**src/rtl/isu_pkg.sv**
```systemverilog
// ----------------------------------------------------------------------------
// isu_pkg
// Shared types and constants of the Ising lattice site update block: lattice
// geometry, field widths, register indexes and the controller command word.
// ----------------------------------------------------------------------------
package isu_pkg;

    // lattice geometry, side must be a power of two
    localparam int SIDE   = 64;
    localparam int SIDE_W = $clog2(SIDE);
    localparam int SITES  = SIDE * SIDE;
    localparam int SITE_W = 2 * SIDE_W;

    // field widths
    localparam int SITE_FIELD_W = 12;
    localparam int DRAW_W       = 20;
    localparam int THR_W        = 20;
    localparam int DE_W         = 6;
    localparam int MAG_W        = 14;
    localparam int EN_W         = 15;
    localparam int CFG_IDX_W    = 1;
    localparam int S_TDATA_W    = 40;
    localparam int M_TDATA_W    = 40;

    // configuration register indexes
    localparam logic [CFG_IDX_W-1:0] CFG_THR_FOUR  = 1'b0;
    localparam logic [CFG_IDX_W-1:0] CFG_THR_EIGHT = 1'b1;

    // reset values
    localparam logic [THR_W-1:0] THR_FOUR_RESET  = THR_W'(171690);
    localparam logic [THR_W-1:0] THR_EIGHT_RESET = THR_W'(29474);
    localparam logic signed [MAG_W-1:0] MAG_RESET = MAG_W'(SITES);
    localparam logic signed [EN_W-1:0]  EN_RESET  = EN_W'(-2 * SITES);

    // operation codes
    localparam logic OP_LOAD  = 1'b0;
    localparam logic OP_TRIAL = 1'b1;

    // neighbour read phases
    typedef enum logic [1:0] {
        PH_A = 2'd0,   // centre and left
        PH_B = 2'd1,   // right and up
        PH_C = 2'd2    // down
    } rd_phase_t;

    // controller to datapath commands
    typedef struct packed {
        logic      clear_step;
        logic      load;
        logic      rd_en;
        rd_phase_t phase;
        logic      cap_a;
        logic      cap_b;
        logic      commit;
    } isu_cmd_t;

    // datapath to controller status
    typedef struct packed {
        logic clear_last;
        logic out_full;
    } isu_sts_t;

endpackage

```
**src/rtl/isu_ctrl.sv**
```systemverilog
// ----------------------------------------------------------------------------
// isu_ctrl
// Sequencer of the site update: clearing pass after reset, word intake,
// three neighbour read phases and the commit step.
// ----------------------------------------------------------------------------
module isu_ctrl
    import isu_pkg::*;
(
    input  logic     clk,
    input  logic     rst_n,
    input  logic     s_tvalid,
    output logic     s_tready,
    output isu_cmd_t cmd,
    input  isu_sts_t sts
);

    typedef enum logic [5:0] {
        ST_CLEAR = 6'b000001,
        ST_IDLE  = 6'b000010,
        ST_RD_A  = 6'b000100,
        ST_RD_B  = 6'b001000,
        ST_RD_C  = 6'b010000,
        ST_EVAL  = 6'b100000
    } state_t;

    state_t state_reg, state_next;

    // state register
    always_ff @(posedge clk or negedge rst_n)
    begin
        if (!rst_n)
        begin
            state_reg <= ST_CLEAR;
        end
        else
        begin
            state_reg <= state_next;
        end
    end

    assign s_tready = (state_reg == ST_IDLE);

    // next state and commands
    always_comb
    begin
        state_next     = state_reg;
        cmd            = '0;
        cmd.phase      = PH_A;
        unique case (state_reg)
            ST_CLEAR:
            begin
                cmd.clear_step = 1'b1;
                if (sts.clear_last)
                begin
                    state_next = ST_IDLE;
                end
            end
            ST_IDLE:
            begin
                if (s_tvalid)
                begin
                    cmd.load   = 1'b1;
                    state_next = ST_RD_A;
                end
            end
            ST_RD_A:
            begin
                cmd.rd_en  = 1'b1;
                cmd.phase  = PH_A;
                state_next = ST_RD_B;
            end
            ST_RD_B:
            begin
                cmd.rd_en  = 1'b1;
                cmd.phase  = PH_B;
                cmd.cap_a  = 1'b1;
                state_next = ST_RD_C;
            end
            ST_RD_C:
            begin
                cmd.rd_en  = 1'b1;
                cmd.phase  = PH_C;
                cmd.cap_b  = 1'b1;
                state_next = ST_EVAL;
            end
            ST_EVAL:
            begin
                if (!sts.out_full)
                begin
                    cmd.commit = 1'b1;
                    state_next = ST_IDLE;
                end
            end
            default:
            begin
                state_next = ST_CLEAR;
            end
        endcase
    end

endmodule

```
**config.mk**
```make
export PLATFORM = sky130hd
export DESIGN_NAME = isu_ctrl
export DESIGN_NICKNAME = d
export VERILOG_FILES = /design/src/rtl/isu_pkg.sv /design/src/rtl/isu_ctrl.sv
export SDC_FILE = /design/constraint.sdc
export NUM_CORES = 1
export LEC_CHECK = 0
export BUFFER_PORTS_ARGS = -buffer_cell sky130_fd_sc_hd__buf_2
export CORE_MARGIN = 2
export CORE_UTILIZATION = 28
export CTS_BUF_LIST = sky130_fd_sc_hd__clkbuf_4
export DETAILED_ROUTE_END_ITERATION = 10
export GPL_TIMING_DRIVEN = 0
export PLACE_DENSITY = 0.61
export SYNTH_ARGS = -nofsm -noshare
export SYNTH_HDL_FRONTEND = slang
export SYNTH_SLANG_ARGS = --single-unit
export TNS_END_PERCENT = 20
```
**constraint.sdc**
```tcl
create_clock -name clk -period 3.4 [get_ports clk]
set_clock_uncertainty 0.2 [all_clocks]
set_input_delay 0.17 -clock clk [delete_from_list [all_inputs] [get_ports clk]]
set_output_delay 0.17 -clock clk [all_outputs]
set_load 0.02 [all_outputs]
```
==> results.sh <==
export IMPL_outcome="complete, no violations"
export IMPL_tns_ns=0
export IMPL_clock_sinks=6
export IMPL_wl_per_cell_microns=13.5
export IMPL_clockRootBuffer="clkbuf_4"
export IMPL_totalWireLength_microns=1100
export IMPL_grt_use_met1_pct=15.1
export IMPL_syn_inst=47
export IMPL_fin_util_pct=39.2
export IMPL_synth_most_common_cell="dfrtp_1"
export IMPL_setup_viol_count_final=0
export IMPL_p_leak_nw=0.283
export IMPL_pre_cts_slack_ns=1.43
export IMPL_multiInputGateArea_sq_um=265
export IMPL_powerDensity_nw_per_um2=643
export IMPL_top_level_ports=14
export IMPL_layout_setup_ws_ns=1.14
export IMPL_io_buffer_count=13
export IMPL_cp_required_ns=3.03
export IMPL_top_usage_layer="met2"
export IMPL_use_met2_pct=18.0
export IMPL_clk_latency_ns=0.26
export IMPL_max_cap_violations=0
export IMPL_synth_area_leaders="dfrtp_1 (27%), dfstp_2 (5.7%), nor3b_2 (5.4%)"
export IMPL_via_per_inst=5.27
export IMPL_core_sq_um=1520
export IMPL_cts_tree="done"
export IMPL_tightest_slew_ns=0.439
export IMPL_grt_pass1_wl_microns=1730
export IMPL_grt_usage_pct=12.1
export IMPL_dieArea_sq_um=1990
export IMPL_rows=14
export IMPL_gp_congestion=0.721
export IMPL_period_needed_ns=2.26
export IMPL_synthTopCellsByCount="dfrtp_1 (5), nor2_1 (3)"
export IMPL_slowest_delay_ns=0.64
export IMPL_clk_path_buf_depth=2
export IMPL_num_nets_final=72
export IMPL_max_slew_margin_pct=70.7
export IMPL_start_util_pct=30.4
export IMPL_whs_ns=0.0231
export IMPL_cts_resized=0
export IMPL_syn2layout_area_growth_pct=29.2
export IMPL_drt_iter0_drc=14
export IMPL_dp_hpwl_microns=708
export IMPL_seq_area_frac_synth_pct=32.7
export IMPL_ys_types=30
export IMPL_antenna_found_initial=0
export IMPL_arrival_ns=1.89
export IMPL_drv_slew=0
export IMPL_fp_dieH_microns=44.7
export IMPL_critPathSlowestCell="or4_1"
export IMPL_drc=0
export IMPL_crit_type="flop to output pin"
export IMPL_worstPathCellList="clkbuf_1, or4_1, nor2_1, buf_4, buf_2"
export IMPL_ys_ff_latch=6
export IMPL_n_fill_cell=165
export IMPL_ir_drop_uv=187
export IMPL_hold_class="primary input to flop"
export IMPL_first_global_vias=388
export IMPL_hold_viol_final=0
export IMPL_die_x_microns=44.7
export IMPL_synth_edff_count=0
export IMPL_finalPower_mw=0.385
export IMPL_syn_nets=52
export IMPL_num_antenna_cells=0
export IMPL_holdCritStartpoint="sts[0]"
export IMPL_async_reset_ff_share_pct=100
export IMPL_cts_setup_buffers=0
export IMPL_yosysTopAreaCell="dfrtp_1"
export IMPL_vias=432
export IMPL_grt_max_degree=11
export IMPL_syn_area_sq_um=463
export IMPL_largest_reg_flops=6
export IMPL_fmax_mhz=443
export IMPL_grtUsageMet3_pct=2.45
export IMPL_drtAntennaViolNets=0
export IMPL_clkTransAtPathRegs_ns=0.05
export IMPL_seqCellArea_sq_um=151
export IMPL_firstDrtPassIters=4
export IMPL_critPathCaptureType="output pin"
export IMPL_cp_start_kind="flop"
export IMPL_yosys_most_used_dff="dfrtp_1"
export IMPL_cts_buffers=3
export IMPL_h_tree_depth=1
export IMPL_rsz0062_at_grt="no"
export IMPL_syn_avg_cell_area_sq_um=9.85
export IMPL_reg2reg_from="state_reg[0]"
export IMPL_min_period_over_period_pct=66.3
export IMPL_grt_overflow_total=0
export IMPL_crit_fanout=10
export IMPL_drive_gt1_share_pct=40.9
export IMPL_startpoint="state_reg[2]"
export IMPL_synth_top_area_share_pct=27.0
export IMPL_ys_warn_count=0
[what timing repair did]
| item | CTS | global route |
|---|---|---|
| hold endpoints to repair | 7 | 0 |
| hold buffers | 2 | 0 |
| setup endpoints to repair | 0 | 0 |
[path summary, 6_finish.rpt]
kind                                end  slack [ns]  cells after the start
max                              cmd[4]        1.14                      5
min                        state_reg[5]        0.02                      3
max reg2reg                state_reg[0]        1.51                      4
min reg2reg                state_reg[3]        0.49                      2
max in group asynchronous  state_reg[0]        2.71                      2
min in group asynchronous  state_reg[3]        0.06                      2
[metrics by stage]
stage / area (sq um) / cells
after floorplan: 463 / 47
after global placement: 548 / 76
after detailed placement: 548 / 76
after CTS: 598 / 82
after global routing: 598 / 82
final: 598 / 82
[critical path, delay by kind of cell (launching register included)]
kind / cells / cell delay, ns
DFF: 1 / 0.35
and+or+nand+nor: 2 / 0.80
buffers and inverters: 3 / 0.49
[report_power, final]
part | leakage (nW) | internal, mW | switching (mW)
clock network | 0.0184 | 0.0528 | 0.0316
registers | 0.0791 | 0.0911 | 0.0177
logic | 0.186 | 0.0845 | 0.107
total | 0.283 | 0.228 | 0.156
[layer usage]
| layer | vias up | part of all wire [%] |
|---|---|---|
| li1 | 210 | - |
| met1 | 205 | 45 |
| met2 | 12 | 47 |
| met3 | 5 | 3.7 |
| met4 | 0 | 3.7 |
| met5 | - | 0 |
[area by class of cell]
cell class | instances | area share, %
multi-input combinational | 34 | 44.4
timing repair buffer | 15 | 14.2
inverter | 1 | 0.628
buffer | 6 | 7.11
clock buffer | 4 | 5.02
tap | 16 | 3.35
sequential | 6 | 25.3
[cell families (layout without fill, tap and decap cells)]
group | Yosys count | count (layout) | synth area share [%]
XOR/XNOR | 3 | 3 | 5.68
flip-flops | 6 | 6 | 32.7
AND/OR/NAND/NOR | 22 | 22 | 36.8
buffers and inverters | 7 | 26 | 10.0
AO/OA/AOI/OAI | 9 | 9 | 14.9
[cell usage in the layout (no fill, tap or decap), types with 2 or more instances in the layout]
cell	netlist	layout
nor2_1	3	3
nor3b_2	2	2
clkbuf_1	2	2
xor2_1	2	2
dlygate4sd3_1	0	2
or4_1	2	2
buf_6	2	2
and4b_1	2	2
clkbuf_4	0	4
o21a_1	2	2
o21ai_0	2	2
dfrtp_1	5	5
buf_2	0	13
nor3b_1	2	2
and2_1	2	2
nor4_1	2	2
(Power assumes the default switching activity.)
